--- config.mk ---
export PLATFORM = sky130hd
export DESIGN_NAME = binary_gcd
export DESIGN_NICKNAME = d
export VERILOG_FILES = /design/src/rtl/core/bgcd_pkg.sv /design/src/rtl/core/bgcd_datapath.sv /design/src/rtl/core/bgcd_ctrl.sv /design/src/rtl/core/binary_gcd.sv
export SDC_FILE = /design/constraint.sdc
export NUM_CORES = 1
export LEC_CHECK = 0
export BUFFER_PORTS_ARGS = -buffer_cell sky130_fd_sc_hd__buf_2
export CAP_MARGIN = 20
export CORE_ASPECT_RATIO = 0.7
export CORE_MARGIN = 2
export CORE_UTILIZATION = 63
export CTS_CLUSTER_DIAMETER = 40
export DETAILED_ROUTE_END_ITERATION = 8
export PLACE_DENSITY_LB_ADDON = 0.05
export SETUP_SLACK_MARGIN = 0.5
export SYNTH_ARGS = -nofsm -noshare
export SYNTH_HDL_FRONTEND = slang
export SYNTH_HIERARCHICAL = 1
export SYNTH_SLANG_ARGS = --single-unit
--- constraint.sdc ---
create_clock -name i_clk -period 10 [get_ports i_clk]
set_clock_uncertainty 0.15 [all_clocks]
set_input_delay 2 -clock i_clk [delete_from_list [all_inputs] [get_ports i_clk]]
set_output_delay 2 -clock i_clk [all_outputs]
set_load 0.01 [all_outputs]
--- src/rtl/core/bgcd_pkg.sv ---
package bgcd_pkg;

    localparam int unsigned DATA_W = 32;

    typedef enum logic [2:0] {
        S_IDLE,
        S_CHECK,
        S_SHARED,
        S_STRIP_A,
        S_REDUCE,
        S_FINISH
    } t_state;

    typedef struct packed {
        logic load;
        logic merge;
        logic shift_both;
        logic shift_a;
        logic shift_b;
        logic sub_step;
        logic load_out;
    } t_cmd;

    typedef struct packed {
        logic any_zero;
        logic both_even;
        logic a_even;
        logic b_even;
        logic a_eq_b;
    } t_status;

endpackage

--- src/rtl/core/bgcd_datapath.sv ---
module bgcd_datapath
    import bgcd_pkg::*;
#(
    parameter int WIDTH = 32
) (
    input  logic              i_clk,
    input  logic [DATA_W-1:0] i_first_operand,
    input  logic [DATA_W-1:0] i_second_operand,
    input  t_cmd              i_cmd,
    output t_status           o_status,
    output logic [DATA_W-1:0] o_divisor
);

    localparam int SHW = (WIDTH > 2) ? $clog2(WIDTH) : 1;

    logic [WIDTH-1:0]  r_a, n_a;
    logic [WIDTH-1:0]  r_b, n_b;
    logic [SHW-1:0]    r_shared, n_shared;
    logic [DATA_W-1:0] r_result, n_result;

    logic [WIDTH-1:0]  in_a;
    logic [WIDTH-1:0]  in_b;
    logic [WIDTH-1:0]  shifted;
    logic [DATA_W-1:0] shifted_out;
    logic [WIDTH:0]    diff_ab;
    logic [WIDTH-1:0]  diff_ba;

    generate
        if (WIDTH >= DATA_W) begin : g_wide
            assign in_a        = WIDTH'(i_first_operand);
            assign in_b        = WIDTH'(i_second_operand);
            assign shifted_out = shifted[DATA_W-1:0];
        end else begin : g_narrow
            assign in_a        = i_first_operand[WIDTH-1:0];
            assign in_b        = i_second_operand[WIDTH-1:0];
            assign shifted_out = {{(DATA_W-WIDTH){1'b0}}, shifted};
        end
    endgenerate

    assign shifted = r_a << r_shared;
    assign diff_ab = {1'b0, r_a} - {1'b0, r_b};
    assign diff_ba = r_b - r_a;

    assign o_status.any_zero  = (r_a == '0) || (r_b == '0);
    assign o_status.both_even = ~r_a[0] & ~r_b[0];
    assign o_status.a_even    = ~r_a[0];
    assign o_status.b_even    = ~r_b[0];
    assign o_status.a_eq_b    = (r_a == r_b);

    always_comb begin
        n_a      = r_a;
        n_b      = r_b;
        n_shared = r_shared;
        n_result = r_result;
        if (i_cmd.load) begin
            n_a      = in_a;
            n_b      = in_b;
            n_shared = '0;
        end
        if (i_cmd.merge) begin
            n_a = r_a | r_b;
        end
        if (i_cmd.shift_both) begin
            n_a      = r_a >> 1;
            n_b      = r_b >> 1;
            n_shared = r_shared + 1'b1;
        end
        if (i_cmd.shift_a) begin
            n_a = r_a >> 1;
        end
        if (i_cmd.shift_b) begin
            n_b = r_b >> 1;
        end
        if (i_cmd.sub_step) begin
            // both odd: keep the smaller, halve the difference
            if (diff_ab[WIDTH]) begin
                n_b = diff_ba >> 1;
            end else begin
                n_a = r_b;
                n_b = diff_ab[WIDTH-1:0] >> 1;
            end
        end
        if (i_cmd.load_out) begin
            n_result = shifted_out;
        end
    end

    always_ff @(posedge i_clk) begin
        r_a      <= n_a;
        r_b      <= n_b;
        r_shared <= n_shared;
        r_result <= n_result;
    end

    assign o_divisor = r_result;

endmodule

--- src/rtl/core/bgcd_ctrl.sv ---
module bgcd_ctrl
    import bgcd_pkg::*;
(
    input  logic    i_clk,
    input  logic    i_rst_n,
    input  logic    i_in_valid,
    output logic    o_in_ready,
    output logic    o_out_valid,
    input  logic    i_out_ready,
    input  t_status i_status,
    output t_cmd    o_cmd
);

    t_state r_state, n_state;
    logic   r_out_valid, n_out_valid;

    always_ff @(posedge i_clk) begin
        if (!i_rst_n) begin
            r_state     <= S_IDLE;
            r_out_valid <= 1'b0;
        end else begin
            r_state     <= n_state;
            r_out_valid <= n_out_valid;
        end
    end

    always_comb begin
        n_state    = r_state;
        o_cmd      = '0;
        o_in_ready = 1'b0;
        unique case (r_state)
            S_IDLE: begin
                o_in_ready = 1'b1;
                if (i_in_valid) begin
                    o_cmd.load = 1'b1;
                    n_state    = S_CHECK;
                end
            end
            S_CHECK: begin
                if (i_status.any_zero) begin
                    o_cmd.merge = 1'b1;
                    n_state     = S_FINISH;
                end else begin
                    n_state = S_SHARED;
                end
            end
            S_SHARED: begin
                if (i_status.both_even) begin
                    o_cmd.shift_both = 1'b1;
                end else begin
                    n_state = S_STRIP_A;
                end
            end
            S_STRIP_A: begin
                if (i_status.a_even) begin
                    o_cmd.shift_a = 1'b1;
                end else begin
                    n_state = S_REDUCE;
                end
            end
            S_REDUCE: begin
                if (i_status.b_even) begin
                    o_cmd.shift_b = 1'b1;
                end else begin
                    o_cmd.sub_step = 1'b1;
                    if (i_status.a_eq_b) begin
                        n_state = S_FINISH;
                    end
                end
            end
            S_FINISH: begin
                if (!r_out_valid || i_out_ready) begin
                    o_cmd.load_out = 1'b1;
                    n_state        = S_IDLE;
                end
            end
            default: begin
                n_state = S_IDLE;
            end
        endcase
    end

    always_comb begin
        n_out_valid = r_out_valid;
        if (r_out_valid && i_out_ready) begin
            n_out_valid = 1'b0;
        end
        if (o_cmd.load_out) begin
            n_out_valid = 1'b1;
        end
    end

    assign o_out_valid = r_out_valid;

endmodule

--- src/rtl/core/binary_gcd.sv ---
// binary_gcd: greatest common divisor of two unsigned operands (Stein's method)
//
// input beat on s_axis: tdata[31:0] first operand, tdata[63:32] second operand
// output beat on m_axis: tdata[31:0] divisor
// operands are taken modulo 2**WIDTH, the divisor is truncated to 32 bits
//
// one pair is worked at a time, at most one shift or subtract step per cycle on
// the operand register pair; when an operand is zero the pair goes from the
// check straight to the finish step, otherwise the shared twos, the remaining
// twos of the first operand and the reduce steps are worked in that order
// s_axis_tready is high only while no pair is in work, so the next pair is
// taken at the earliest in the idle state after the divisor is loaded
//
// the result sits in an output register, so a new pair is accepted while
// the previous divisor waits; a finished pair stalls in its last step until
// the output register is free
// reset (synchronous, active low) drops any pair in work and the pending beat
module binary_gcd
    import bgcd_pkg::*;
#(
    parameter int WIDTH = 32
) (
    input  logic        i_clk,
    input  logic        i_rst_n,
    input  logic        s_axis_tvalid,
    output logic        s_axis_tready,
    input  logic [63:0] s_axis_tdata,   // first_operand, second_operand
    output logic        m_axis_tvalid,
    input  logic        m_axis_tready,
    output logic [31:0] m_axis_tdata    // divisor
);

    t_cmd    cmd;
    t_status status;

    bgcd_ctrl u_ctrl (
        .i_clk       (i_clk),
        .i_rst_n     (i_rst_n),
        .i_in_valid  (s_axis_tvalid),
        .o_in_ready  (s_axis_tready),
        .o_out_valid (m_axis_tvalid),
        .i_out_ready (m_axis_tready),
        .i_status    (status),
        .o_cmd       (cmd)
    );

    bgcd_datapath #(
        .WIDTH (WIDTH)
    ) u_datapath (
        .i_clk            (i_clk),
        .i_first_operand  (s_axis_tdata[DATA_W-1:0]),
        .i_second_operand (s_axis_tdata[2*DATA_W-1:DATA_W]),
        .i_cmd            (cmd),
        .o_status         (status),
        .o_divisor        (m_axis_tdata)
    );

endmodule
* Word-level counts from Yosys, hierarchy flattened
Index checks and enable logic that the tools add are counted.
** Word-level totals
- Register bits :: 105
- Input bits :: 68
- Output and inout port bits :: 34
- Logic and storage cells :: 74
** Cells by class
- $add $sub $neg :: 3
- Equality and inequality tests :: 12
- Shifts and indexed selects :: 1
- Muxes and demuxes :: 37
- Bitwise logic cells :: 4
- Reductions and logical operators :: 11
** Operator list (count)
- 2-to-1 mux 32 bit :: 10
- zero test 32 bit :: 2
- subtractor 32 x 32 -> 33 bit :: 1
- equality test 32 bit :: 1
- bitwise OR 32 bit :: 1
- left shift 32 x 5 -> 32 bit :: 1
- subtractor 32 bit :: 1
- 2-to-1 mux 31 bit :: 1
- 2-to-1 mux 3 bit :: 7
- case mux 3 bit (6 select lines) :: 1
- 2-to-1 mux 1 bit :: 15
- 2-to-1 mux 5 bit :: 2
- equality test 3 x 2 -> 1 bit (second input constant) :: 2
- equality test 3 bit (second input constant) :: 2
- inequality test 2 x 1 -> 1 bit (second input constant) :: 3
- inequality test 2 bit (second input constant) :: 3
- AND reduction 6 bit :: 1
- adder 5 x 1 -> 5 bit (second input constant) :: 1
- nonzero test 2 bit :: 2
- nonzero test 4 bit :: 1
- equality test 3 x 1 -> 1 bit (second input constant) :: 1
- zero test 3 bit :: 1
- logical OR 1 bit :: 2
- 2-to-1 mux 2 bit :: 1
- other kinds (4) :: 5

* Logic depth before layout (Yosys ltp)
Gate-level depths: netlist of run 1.
- Depth after elaboration :: 9
- Gate-level depth with buffers :: 13
- Gate-level depth less buffers :: 13

* By module
Netlist of run 1, hierarchy kept.
** Modules (own cells, without submodules)
- bgcd_datapath :: times used 1, cells each 1223, area an instance 10261.1 um2, seq. area each 2712.6 um2
- bgcd_ctrl :: times used 1, cells each 42, area an instance 337.8 um2, seq. area each 80.1 um2

* Least setup slack after synthesis of run 1
OpenSTA, ideal clock, no wires.
- Path kind :: input to register
- Start point :: input s_axis_tvalid
- End point :: register u_datapath.r_b[0] (enable)
- Library setup time :: 390 ps
- Arrival time :: 3674 ps
- Data required time :: 9460 ps
- Slack :: 5787 ps
- Cell stages on the path :: 5
- Buffers on the path :: 2
- Path through :: nand2_1 nor3_1 clkbuf_1 clkbuf_1 or4_1
** RTL lines
- start, declared :: RTL line binary_gcd.sv:25 : input logic s_axis_tvalid,
- end signal, assigned :: RTL line bgcd_datapath.sv:90 : r_b <= n_b;
- end, declared :: RTL line bgcd_datapath.sv:17 : logic [WIDTH-1:0] r_b, n_b;

==> results of run 1 <==
layout make-up:
cell class                      count  area (um^2)  area share
Tap cell                          225          282      0.0246
Clock buffer                       10          229      0.0200
Multi-Input combinational cell    974         7080       0.619
Sequential cell                   105         2790       0.244
Inverter                          106          398      0.0348
Timing Repair Buffer              114          603      0.0527
Clock inverter                      6         51.3     0.00449
state kept, by name, indices dropped and copies added, names as in the netlist:
name,cells
u_datapath/r_b,32
u_ctrl/r_state,3
u_datapath/o_divisor,32
u_ctrl/o_out_valid,1
u_datapath/r_a,32
u_datapath/r_shared,5
per-stage QoR:
stage / hold WS, ns / util / setup WS [ns]
3_3_place_gp: 0.363 / 0.680 / 5.48
2_1_floorplan: 0.321 / - / 5.79
3_5_place_dp: 0.369 / 0.680 / 5.42
6_report: 0.406 / 0.697 / 5.52
4_1_cts: 0.387 / 0.697 / 5.67
5_1_grt: 0.406 / 0.697 / 5.32
logic make-up (layout without fill, tap and decap cells):
| kind of cell | Yosys count | in the layout |
|---|---|---|
| flip-flops | 105 | 105 |
| AO/OA/AOI/OAI | 421 | 421 |
| AND/OR/NAND/NOR | 329 | 329 |
| adder cells (fa/ha/maj) | 100 | 100 |
| buffers and inverters | 186 | 236 |
| XOR/XNOR | 25 | 25 |
| multiplexers | 99 | 99 |
synthesized netlist by cell type (6+ instances only):
master | n | area share
sky130_fd_sc_hd__mux4_2 | 13 | 0.028
sky130_fd_sc_hd__a211oi_1 | 121 | 0.086
sky130_fd_sc_hd__o31ai_1 | 9 | 0.0064
sky130_fd_sc_hd__nand2_1 | 72 | 0.025
sky130_fd_sc_hd__inv_1 | 104 | 0.037
sky130_fd_sc_hd__nor2_1 | 134 | 0.047
sky130_fd_sc_hd__o41ai_1 | 6 | 0.0050
sky130_fd_sc_hd__a31oi_1 | 9 | 0.0053
sky130_fd_sc_hd__nor2b_1 | 10 | 0.0059
sky130_fd_sc_hd__buf_2 | 12 | 0.0057
sky130_fd_sc_hd__nand2b_1 | 17 | 0.010
sky130_fd_sc_hd__o211ai_1 | 7 | 0.0050
sky130_fd_sc_hd__o22ai_1 | 12 | 0.0071
sky130_fd_sc_hd__edfxtp_1 | 69 | 0.20
sky130_fd_sc_hd__nand3_1 | 7 | 0.0033
sky130_fd_sc_hd__a21oi_1 | 130 | 0.061
sky130_fd_sc_hd__xnor2_1 | 24 | 0.020
sky130_fd_sc_hd__o21bai_1 | 9 | 0.0064
sky130_fd_sc_hd__a21boi_0 | 6 | 0.0042
sky130_fd_sc_hd__nor3_1 | 15 | 0.0071
sky130_fd_sc_hd__and3_1 | 6 | 0.0035
sky130_fd_sc_hd__mux2_2 | 12 | 0.013
sky130_fd_sc_hd__nand4_1 | 9 | 0.0053
sky130_fd_sc_hd__clkbuf_1 | 51 | 0.018
sky130_fd_sc_hd__o21ai_0 | 51 | 0.024
sky130_fd_sc_hd__mux2i_1 | 73 | 0.069
sky130_fd_sc_hd__buf_1 | 11 | 0.0039
sky130_fd_sc_hd__a21o_1 | 10 | 0.0071
sky130_fd_sc_hd__dfxtp_1 | 36 | 0.068
sky130_fd_sc_hd__and2_1 | 6 | 0.0035
sky130_fd_sc_hd__nor4_1 | 24 | 0.014
sky130_fd_sc_hd__ha_1 | 98 | 0.12
per-layer routing:
| metal | vias to the layer above | track usage |
|---|---|---|
| met5 | - | 0 |
| met4 | 0 | 0.0915 |
| met3 | 61 | 0.119 |
| met2 | 684 | 0.516 |
| met1 | 4830 | 0.554 |
| li1 | 4766 | - |
cells in the final DEF, fill, tap and decap left out, types with 10 or more instances in the layout:
master and instances:
sky130_fd_sc_hd__nand2b_1 17, sky130_fd_sc_hd__mux2i_1 73, sky130_fd_sc_hd__a21oi_1 130, sky130_fd_sc_hd__o21ai_0 51
sky130_fd_sc_hd__xnor2_1 24, sky130_fd_sc_hd__inv_1 104, sky130_fd_sc_hd__dfxtp_1 36, sky130_fd_sc_hd__nor3_1 12
sky130_fd_sc_hd__buf_4 13, sky130_fd_sc_hd__edfxtp_1 69, sky130_fd_sc_hd__ha_1 98, sky130_fd_sc_hd__nor2_1 133
sky130_fd_sc_hd__a21o_1 10, sky130_fd_sc_hd__o22ai_1 12, sky130_fd_sc_hd__nor2b_1 10, sky130_fd_sc_hd__a211oi_1 121
sky130_fd_sc_hd__buf_2 101, sky130_fd_sc_hd__mux2_2 12, sky130_fd_sc_hd__nor4_1 23, sky130_fd_sc_hd__nand2_1 72
sky130_fd_sc_hd__mux4_2 13
path summary, 6_finish.rpt:
path	start	cells after the start	endpoint
setup / recovery	u_datapath/r_a[0]$_DFF_P_	12	u_datapath/r_b[3]$_DFFE_PP_
hold / removal	u_datapath/r_b[31]$_SDFFCE_PP0P_	1	u_datapath/r_a[31]$_DFF_P_
setup reg to reg	u_datapath/r_a[0]$_DFF_P_	12	u_datapath/r_b[3]$_DFFE_PP_
hold reg to reg	u_datapath/r_b[31]$_SDFFCE_PP0P_	1	u_datapath/r_a[31]$_DFF_P_
worst max-delay path, delay by kind of cell, from the launching register on:
family / cells / cell delay [ns]
fa+ha+maj: 2 / 0.65
simple gates: 2 / 0.49
compound gates: 6 / 1.93
flops: 1 / 0.48
mux: 1 / 0.38
buf+inv: 1 / 0.23
==> out/metrics.sh, run 1 <==
CRITPATHMAXFANOUT=36
POSTROUTEANTENNANETS=0
GRT_UTIL_ALL_LAYERS=0.371
ROUTE.MET2.WL_MM=13.3
FINAL_CELL_COUNT_NO_FILL=1540
TIMING.CRITICAL_PATH.CELLS='inv_1, ha_1, fa_1, nor2_1, o311ai_1, a31o_2, o211a_4, o211ai_4, mux2i_1, a31oi_1, or3_1, a31oi_1'
WORST-SETUP-PATH-TYPE='register to register'
GRT_FIRST_PASS_WIRELENGTH_MM=52.4
GRT_SETUP_UNREPAIRED='no'
CTS_RESIZED=0
FF2FF_SETUP_SLACK_NS=5.52
AVGSYNTHCELLAREA_UM2=8.38
YOSYS_MOST_USED_DFF='sky130_fd_sc_hd__edfxtp_1'
CRIT_REQUIRED_NS=10.06
MUXSHAREOFSYNTHAREA=0.111
DRT_DRC_VIOLATIONS_LEFT=0
FLOORPLAN.DIE_AREA_UM2=17900
ROWS=39
HTREE_NUM_LEVELS=3
SYNTH_FA_HA_AREA_FRAC=0.119
GLOBAL_ROUTE.OVERFLOW_TOTAL=0
SLEW_VIOL_FINAL=0
LAYOUT-AREA-OVERHEAD-VS-SYNTH_PCT=7.90
YS_ASYNC_SR_FRACTION=0
SETUP_VIOL_COUNT_FINAL=0
SETUP.WORST_PATH.END_CLASS='register'
FINAL_MIN_PERIOD_OVER_CLOCK_PERIOD=0.448
HIGHEST-SIGNAL-LAYER='met4'
DRV.MAX_CAP_VIOLATION_COUNT=0
POST_SYNTHESIS_INSTANCE_AREA_UM2=10600
WORST-ENDPOINT-ARRIVAL_NS=4.54
FINAL-HOLD-VIOLATION-COUNT=0
FIRST_PASS_ITERS=7
ANTENNA_FOUND_INITIAL=0
FINAL_DESIGN_AREA_NO_FILL_UM2=11400
DETAILROUTE.VIA_COUNT=10341
N_ANTENNA_CELL=0
NUMPORTBUFFERS=101
DRIVE_GT1_FRAC=0.138
CLOCK_LATENCY_NS=0.36
MET1WIRELENGTH_MM=14.9
VIAS_IN_THE_FIRST_GLOBAL_ROUTE=9307
TIMING.CRITICAL_PATH.SLOWEST_STAGE_CELL='sky130_fd_sc_hd__o211ai_4'
GRT_MAX_DEGREE=67
SYNTH_XOR_XNOR_AREA_SHARE=0.0207
CTS_ROOT_BUFFER='sky130_fd_sc_hd__clkbuf_16'
WORSTHOLDPATHTYPE='register to register'
IO-PIN-COUNT=102
DETAIL_ROUTE.ITER0.VIOLATIONS=1344
CTS.CLK_SLEW.WORST_PATHS_NS=0.08
FIN_TNS_SETUP_NS=0
WORST-SLEW-PIN-TRANSITION_NS=1.14
DIE_H_UM=113
TRITONCTS_NUM_SINKS=105
FINALWEIGHTEDCONGESTION=1.09
PLACE.DETAILED.INSTANCES=1524
NUMCTSBUFFERS=9
RUN_STATUS='complete, no violations'
YOSYS.AREA_SHARE.SIMPLE=0.149
SYNTHESIS.NETS=1433
MAIN_COMBINATIONAL_CELL_FAMILY_BY_AREA_AFTER_SYNTHESIS='compound AO/OA/AOI/OAI gates'
CORE_AREA_UM2=16400
CLOCK.FMAX_GHz=0.223
TIMING.SLEW.HEADROOM=0.234
SYNTH_EDF_COUNT=69
HOLD_BUFFERS=0
CRIT_PATH_FREQUENT_CELL='sky130_fd_sc_hd__a31oi_1'
NUMBER_OF_NETS_IN_THE_LAYOUT=1478
DIE_W_UM=159
DP.FINAL_HPWL_MM=25.4
SYNTH_CELLS=1265
FLOORPLAN.INITIALDENSITY=0.646
SYNTHDISTINCTLIBCELLS=80
CRIT_PATH_MAX_INCR_DELAY_NS=0.89
FILLERS=1393
SYNTH_COMPOUND_GATE_AREA_SHARE=0.266
POST_DP_CELL_AREA_UM2=11200
SYNTH-WARNING-COUNT=6
WL_PER_CELL_UM=21.8
CLOCK_TREE_FROM_TRITONCTS='built'
CTS_BUFFER_DEPTH=2
SYNTH-SEQ-CELLS=105
SEQ_AREA_FRAC_SYNTH=0.263
TIMING.FINAL.CRIT_PERIOD_NS=4.48
CP-START-KIND='register'
DRT-TOTAL-WL_MM=33.6
ROUTED_VIA_DENSITY=6.71
POST-CTS-SETUP-BUFFER-COUNT=0
ROUTE.MET3.WL_MM=4.65
Power of run 1 is not shown: default switching activity piles up to over one toggle a cycle in this logic, so the estimate is an artifact.
==> run 2, diff against run 1 <==
Settings changed: CORE_UTILIZATION 63 to 56.
Clock period 10 ns to 3.6 ns, I/O delays scaled along.
==> out/metrics.sh, run 2 (same netlist as run 1, synthesis figures left out) <==
GLOBAL_ROUTE.OVERFLOW_TOTAL=0
CRITPATHMAXFANOUT=7
TIMING.CRITICAL_PATH.SLOWEST_STAGE_CELL='sky130_fd_sc_hd__edfxtp_1'
NUMPORTBUFFERS=101
CTS_ROOT_BUFFER='sky130_fd_sc_hd__clkbuf_16'
HOLD_START='u_ctrl/o_out_valid$_SDFFE_PN0P_'
FF2FF_SETUP_SLACK_NS=0.17
FIN_TNS_SETUP_NS=0
CORE_AREA_UM2=18700
LAYOUT.CELLS.MOST_COMMON='sky130_fd_sc_hd__buf_4'
IO-PIN-COUNT=102
COMMONEST_NON_FILL_NON_TAP_CELLS_IN_THE_LAYOUT='sky130_fd_sc_hd__buf_4, sky130_fd_sc_hd__nor2_1, sky130_fd_sc_hd__a21oi_1'
CRIT_PATH_MAX_INCR_DELAY_NS=0.44
FLOORPLAN.INITIALDENSITY=0.567
LAYOUT-AREA-OVERHEAD-VS-SYNTH_PCT=34.0
HTREE_NUM_LEVELS=3
TIMING.CRITICAL_PATH.CELLS='inv_2, ha_1, buf_4, nand2b_1, a21o_1, a21oi_1, buf_4, o41ai_4, a21oi_1, buf_4, o211ai_1, a211oi_2, or3_1, a31o_1'
GRT_UTIL_ALL_LAYERS=0.392
DETAILROUTE.VIA_COUNT=11716
GRT_FIRST_PASS_WIRELENGTH_MM=60.9
TRITONCTS_NUM_SINKS=105
GRT_SETUP_UNREPAIRED='yes'
REG2REG_TO='u_datapath/r_b[24]$_DFFE_PP_'
RUN_STATUS='complete, no violations'
DIE_H_UM=119
CLOCK_LATENCY_NS=0.38
GRT_MAX_DEGREE=67
DRT_DRC_VIOLATIONS_LEFT=0
CP-START-KIND='register'
DIE_W_UM=168
DRV.MAX_CAP_VIOLATION_COUNT=0
FLOORPLAN.DIE_AREA_UM2=20100
NUMBER_OF_NETS_IN_THE_LAYOUT=1682
ROUTED_VIA_DENSITY=6.65
DP.FINAL_HPWL_MM=28.9
FINALWEIGHTEDCONGESTION=1.04
POSTROUTEANTENNANETS=0
TIMING.HOLD.WORST_ENDPOINT='u_ctrl/o_out_valid$_SDFFE_PN0P_'
ROWS=42
MET1_USAGE=0.593
TIMING.FINAL.CRIT_PERIOD_NS=3.43
CP.BUFFERS_INVERTERS=4
N_ANTENNA_CELL=0
TOP_USAGE_LAYER='met1'
NUMCTSBUFFERS=9
SETUP.WORST_PATH.END_CLASS='register'
SETUP_VIOL_COUNT_FINAL=0
TIMING.REG2REG.WORST_PATH_DEPTH=14
DRT-TOTAL-WL_MM=42.4
WORSTHOLDPATHTYPE='register to register'
CRIT_REQUIRED_NS=3.58
ANTENNA_FOUND_INITIAL=1
VIAS_IN_THE_FIRST_GLOBAL_ROUTE=10506
FIRST_PASS_ITERS=6
CTS_BUFFER_DEPTH=2
CLOCK_TREE_FROM_TRITONCTS='built'
TIMING.SLEW.HEADROOM=0.430
FINAL-HOLD-VIOLATION-COUNT=0
GRT_USE_MET2=0.549
CRIT_PATH_FREQUENT_CELL='sky130_fd_sc_hd__buf_4'
HOLD_BUFFERS=0
DRIVE_GT1_FRAC=0.330
REG2REG_FROM='u_datapath/r_b[4]$_DFFE_PP_'
WL_PER_CELL_UM=24.1
CLOCK.FMAX_GHz=0.292
WORST-ENDPOINT-ARRIVAL_NS=3.41
WORST-SETUP-PATH-TYPE='register to register'
CTS.CLK_SLEW.WORST_PATHS_NS=0.08
DETAIL_ROUTE.ITER0.VIOLATIONS=1663
WORST-SLEW-PIN-TRANSITION_NS=0.846
FINAL_MIN_PERIOD_OVER_CLOCK_PERIOD=0.952
COUNT_OF_CELLS_ALONG_THE_WORST_HOLD_PATH=2
CP_TOP_FAMILY='compound AO/OA/AOI/OAI gates'
GRT_USE_MET3=0.0964
SLEW_VIOL_FINAL=0
==> run 2: cell count changes in the layout (fill, tap and decap cells not counted), moves of 7 or more <==
| cell | before | now |
|---|---|---|
| sky130_fd_sc_hd__buf_4 | 13 | 177 |
| sky130_fd_sc_hd__buf_12 | 0 | 18 |
| sky130_fd_sc_hd__ha_1 | 98 | 80 |
| sky130_fd_sc_hd__inv_1 | 104 | 87 |
| sky130_fd_sc_hd__inv_2 | 1 | 18 |
| sky130_fd_sc_hd__ha_4 | 0 | 14 |
| sky130_fd_sc_hd__a21oi_1 | 130 | 120 |
| sky130_fd_sc_hd__buf_6 | 0 | 10 |
| sky130_fd_sc_hd__a21oi_2 | 0 | 9 |
| sky130_fd_sc_hd__a211oi_1 | 121 | 114 |
| sky130_fd_sc_hd__a211oi_2 | 1 | 8 |
==> run 2: final cells by class <==
type	instances	area, um^2
Clock inverter	7	65.1
Inverter	106	398
Fill cell	1362	4500
Sequential cell	105	2810
Tap cell	242	303
Clock buffer	9	225
Timing Repair Buffer	318	2610
Multi-Input combinational cell	974	7800
==> run 2: layer usage <==
metal	part of all wire	wire length, um
met4	0.042	1780
met5	0	0
met3	0.14	5930
met1	0.41	17600
met2	0.40	17100
==> run 2: worst max-delay path by stage <==
stage	cells after the start	endpoint	start	slack (ns)
after floorplan	12	u_datapath/r_b[28]$_DFFE_PP_	u_datapath/r_b[11]$_DFFE_PP_	0.45
after CTS	13	u_datapath/r_b[3]$_DFFE_PP_	u_datapath/r_b[11]$_DFFE_PP_	0.32
after detailed placement	11	u_datapath/r_b[30]$_DFFE_PP_	u_datapath/r_b[1]$_DFFE_PP_	0.04
final	14	u_datapath/r_b[24]$_DFFE_PP_	u_datapath/r_b[4]$_DFFE_PP_	0.17
after global routing	13	u_datapath/r_b[3]$_DFFE_PP_	u_datapath/r_b[26]$_DFFE_PP_	0.16
after global placement	11	u_datapath/r_b[30]$_DFFE_PP_	u_datapath/r_a[1]$_DFF_P_	0.14
==> run 2: metrics by stage <==
step / area (um^2) / util / instances / setup WS [ns] / hold slack (ns)
after floorplan: 10700 / - / 1265 / 0.454 / 0.321
after global placement: 12300 / 0.658 / 1665 / 0.141 / 0.366
after detailed placement: 12300 / 0.658 / 1665 / 0.0430 / 0.364
after CTS: 13400 / 0.715 / 1721 / 0.322 / 0.384
after global routing: 14200 / 0.759 / 1761 / 0.157 / 0.433
final: 14200 / 0.759 / 1761 / 0.174 / 0.383
==> run 2: worst register-to-register path: stages, from the launching register on <==
cell and delay (ns):
sky130_fd_sc_hd__edfxtp_1 0.44, sky130_fd_sc_hd__inv_2 0.12, sky130_fd_sc_hd__ha_1 0.27, sky130_fd_sc_hd__buf_4 0.19, sky130_fd_sc_hd__nand2b_1 0.07, sky130_fd_sc_hd__a21o_1 0.11, sky130_fd_sc_hd__a21oi_1 0.13, sky130_fd_sc_hd__buf_4 0.19
sky130_fd_sc_hd__o41ai_4 0.32, sky130_fd_sc_hd__a21oi_1 0.12, sky130_fd_sc_hd__buf_4 0.18, sky130_fd_sc_hd__o211ai_1 0.24, sky130_fd_sc_hd__a211oi_2 0.11, sky130_fd_sc_hd__or3_1 0.32, sky130_fd_sc_hd__a31o_1 0.22
==> run 2: repair_timing <==
item                                   4_1_cts  5_1_grt
endpoints found under the hold margin        0        0
setup endpoints to repair                   65       66
resized for setup                           76       87
pin swaps                                   29       46
cloned                                       5        3
buffers inserted                            35       35
Power of run 2 is left out for the same reason.
==> run 3, diff against run 2 <==
--- a/config.mk
+++ b/config.mk
@@ -12,3 +12,3 @@
 export CORE_UTILIZATION = 56
-export CTS_CLUSTER_DIAMETER = 40
+export CTS_CLUSTER_DIAMETER = 100
 export DETAILED_ROUTE_END_ITERATION = 8
--- a/constraint.sdc
+++ b/constraint.sdc
@@ -4,2 +4,2 @@
 set_output_delay 0.72 -clock i_clk [all_outputs]
-set_load 0.01 [all_outputs]
+set_load 0.05 [all_outputs]
==> out/metrics.sh, run 3 (same netlist as run 1, synthesis figures left out) <==
WL_PER_CELL_UM=23.6
COMMONEST_NON_FILL_NON_TAP_CELLS_IN_THE_LAYOUT='sky130_fd_sc_hd__buf_4, sky130_fd_sc_hd__nor2_1, sky130_fd_sc_hd__a21oi_1'
CORE_AREA_UM2=18700
CP_TOP_FAMILY='compound AO/OA/AOI/OAI gates'
WORST-ENDPOINT-ARRIVAL_NS=3.41
ROUTED_VIA_DENSITY=6.60
FINAL_MIN_PERIOD_OVER_CLOCK_PERIOD=0.957
LAYOUT-AREA-OVERHEAD-VS-SYNTH_PCT=34.3
GRT_MAX_DEGREE=67
CRIT_PATH_FREQUENT_CELL='sky130_fd_sc_hd__buf_4'
ROWS=42
CTS_ROOT_BUFFER='sky130_fd_sc_hd__clkbuf_16'
N_ANTENNA_CELL=0
DRV.MAX_CAP_VIOLATION_COUNT=0
GRT_FIRST_PASS_WIRELENGTH_MM=60.8
CTS.CLK_SLEW.WORST_PATHS_NS=0.09
WORST-SETUP-PATH-TYPE='register to register'
SETUP_VIOL_COUNT_FINAL=0
GRT_USE_MET2=0.546
DP.FINAL_HPWL_MM=29.2
FIRST_PASS_ITERS=7
IO-PIN-COUNT=102
PLACE.DETAILED.INSTANCES=1664
SETUP.WORST_PATH.END_CLASS='register'
POSTROUTEANTENNANETS=0
FINAL_CELL_COUNT_NO_FILL=1766
NUMPORTBUFFERS=101
SLEW_VIOL_FINAL=0
DRT_DRC_VIOLATIONS_LEFT=0
NUMCTSBUFFERS=9
TIMING.SLEW.HEADROOM=0.398
DETAILROUTE.VIA_COUNT=11664
ANTENNA_FOUND_INITIAL=0
CLOCK_TREE_FROM_TRITONCTS='built'
FLOORPLAN.DIE_AREA_UM2=20100
VIAS_IN_THE_FIRST_GLOBAL_ROUTE=10585
NUMBER_OF_NETS_IN_THE_LAYOUT=1687
TIMING.CRITICAL_PATH.CELLS='buf_6, buf_4, ha_4, nor2_4, o311a_4, nor4b_4, buf_4, o41ai_4, a311o_1, a31oi_2, o41ai_2, mux2i_1, nor3_1'
CRIT_REQUIRED_NS=3.56
DIE_H_UM=119
WORSTHOLDPATHTYPE='register to register'
GRT_USE_MET3=0.112
DIE_W_UM=168
FLOORPLAN.INITIALDENSITY=0.567
CTS_BUFFER_DEPTH=2
DRIVE_GT1_FRAC=0.335
FINALWEIGHTEDCONGESTION=1.04
FILLERS=1330
GRT_UTIL_ALL_LAYERS=0.395
CLOCK_LATENCY_NS=0.37
HTREE_NUM_LEVELS=3
TIMING.CRITICAL_PATH.SLOWEST_STAGE_CELL='sky130_fd_sc_hd__edfxtp_1'
DRT-TOTAL-WL_MM=41.8
GLOBAL_ROUTE.OVERFLOW_TOTAL=0
LAYOUT.CELLS.MOST_COMMON='sky130_fd_sc_hd__buf_4'
CLOCK.FMAX_GHz=0.290
TIMING.FINAL.CRIT_PERIOD_NS=3.45
WORST-SLEW-PIN-TRANSITION_NS=0.894
CRITPATHMAXFANOUT=3
DETAIL_ROUTE.ITER0.VIOLATIONS=1544
CP-START-KIND='register'
RUN_STATUS='complete, no violations'
GRT_SETUP_UNREPAIRED='yes'
FINAL-HOLD-VIOLATION-COUNT=0
FIN_TNS_SETUP_NS=0
CP.BUFFERS_INVERTERS=3
TRITONCTS_NUM_SINKS=105
MET1_USAGE=0.586
TOP_USAGE_LAYER='met1'
CRIT_PATH_MAX_INCR_DELAY_NS=0.43
-- run 3: cell count changes in the layout (fill, tap and decap cells not counted), sizes merged --
cell	before	now
buf	314	319
bufbuf	2	0
bufinv	0	1
clkbuf	11	13
clkinv	4	3
clkinvlp	1	0
inv	108	109
-- run 3: final cells by class --
class	count	area [um^2]	area share
multi-input combinational	974	7770	0.546
sequential	105	2810	0.197
timing repair buffer	323	2640	0.185
clock inverter	7	92.6	0.00651
tap	242	303	0.0213
clock buffer	9	225	0.0158
inverter	106	398	0.0280
-- run 3: routing by layer --
| metal | wire, um | part of all wire |
|---|---|---|
| met3 | 5860 | 0.14 |
| met5 | 0 | 0 |
| met2 | 16900 | 0.40 |
| met1 | 17500 | 0.42 |
| met4 | 1500 | 0.036 |
-- run 3: per-stage QoR --
| stage | setup WS [ns] | hold slack (ns) | utilization | cell area [um^2] |
|---|---|---|---|---|
| 2_1_floorplan | 0.454 | 0.321 | - | 10700 |
| 3_3_place_gp | 0.145 | 0.367 | 0.658 | 12300 |
| 3_5_place_dp | 0.0806 | 0.370 | 0.658 | 12300 |
| 4_1_cts | 0.323 | 0.390 | 0.729 | 13600 |
| 5_1_grt | 0.136 | 0.419 | 0.761 | 14200 |
| 6_report | 0.153 | 0.391 | 0.761 | 14200 |
-- run 3: worst paths after layout --
kind                                          from                            to  slack, ns  cells after the start
setup / recovery       u_datapath/r_b[0]$_DFFE_PP_  u_datapath/r_b[30]$_DFFE_PP_       0.15                     13
hold / removal    u_datapath/r_b[31]$_SDFFCE_PP0P_    u_datapath/r_a[31]$_DFF_P_       0.39                      1
setup reg to reg       u_datapath/r_b[0]$_DFFE_PP_  u_datapath/r_b[30]$_DFFE_PP_       0.15                     13
hold reg to reg   u_datapath/r_b[31]$_SDFFCE_PP0P_    u_datapath/r_a[31]$_DFF_P_       0.39                      1
-- run 3: repair_timing --
item / 4_1_cts / 5_1_grt
gates cloned: 6 / 3
pin swaps: 46 / 41
resized for setup: 110 / 61
buffers inserted: 53 / 22
hold buffers: 0 / 0
setup endpoints to repair: 66 / 67
-- run 3: worst reg2reg max path, cell delays in order (launching register included) --
cell and delay (ns):
sky130_fd_sc_hd__edfxtp_1 0.43, sky130_fd_sc_hd__buf_6 0.15, sky130_fd_sc_hd__buf_4 0.13, sky130_fd_sc_hd__ha_4 0.16
sky130_fd_sc_hd__nor2_4 0.11, sky130_fd_sc_hd__o311a_4 0.21, sky130_fd_sc_hd__nor4b_4 0.06, sky130_fd_sc_hd__buf_4 0.16
sky130_fd_sc_hd__o41ai_4 0.42, sky130_fd_sc_hd__a311o_1 0.42, sky130_fd_sc_hd__a31oi_2 0.21, sky130_fd_sc_hd__o41ai_2 0.30
sky130_fd_sc_hd__mux2i_1 0.23, sky130_fd_sc_hd__nor3_1 0.06
Power of run 3 is left out for the same reason.
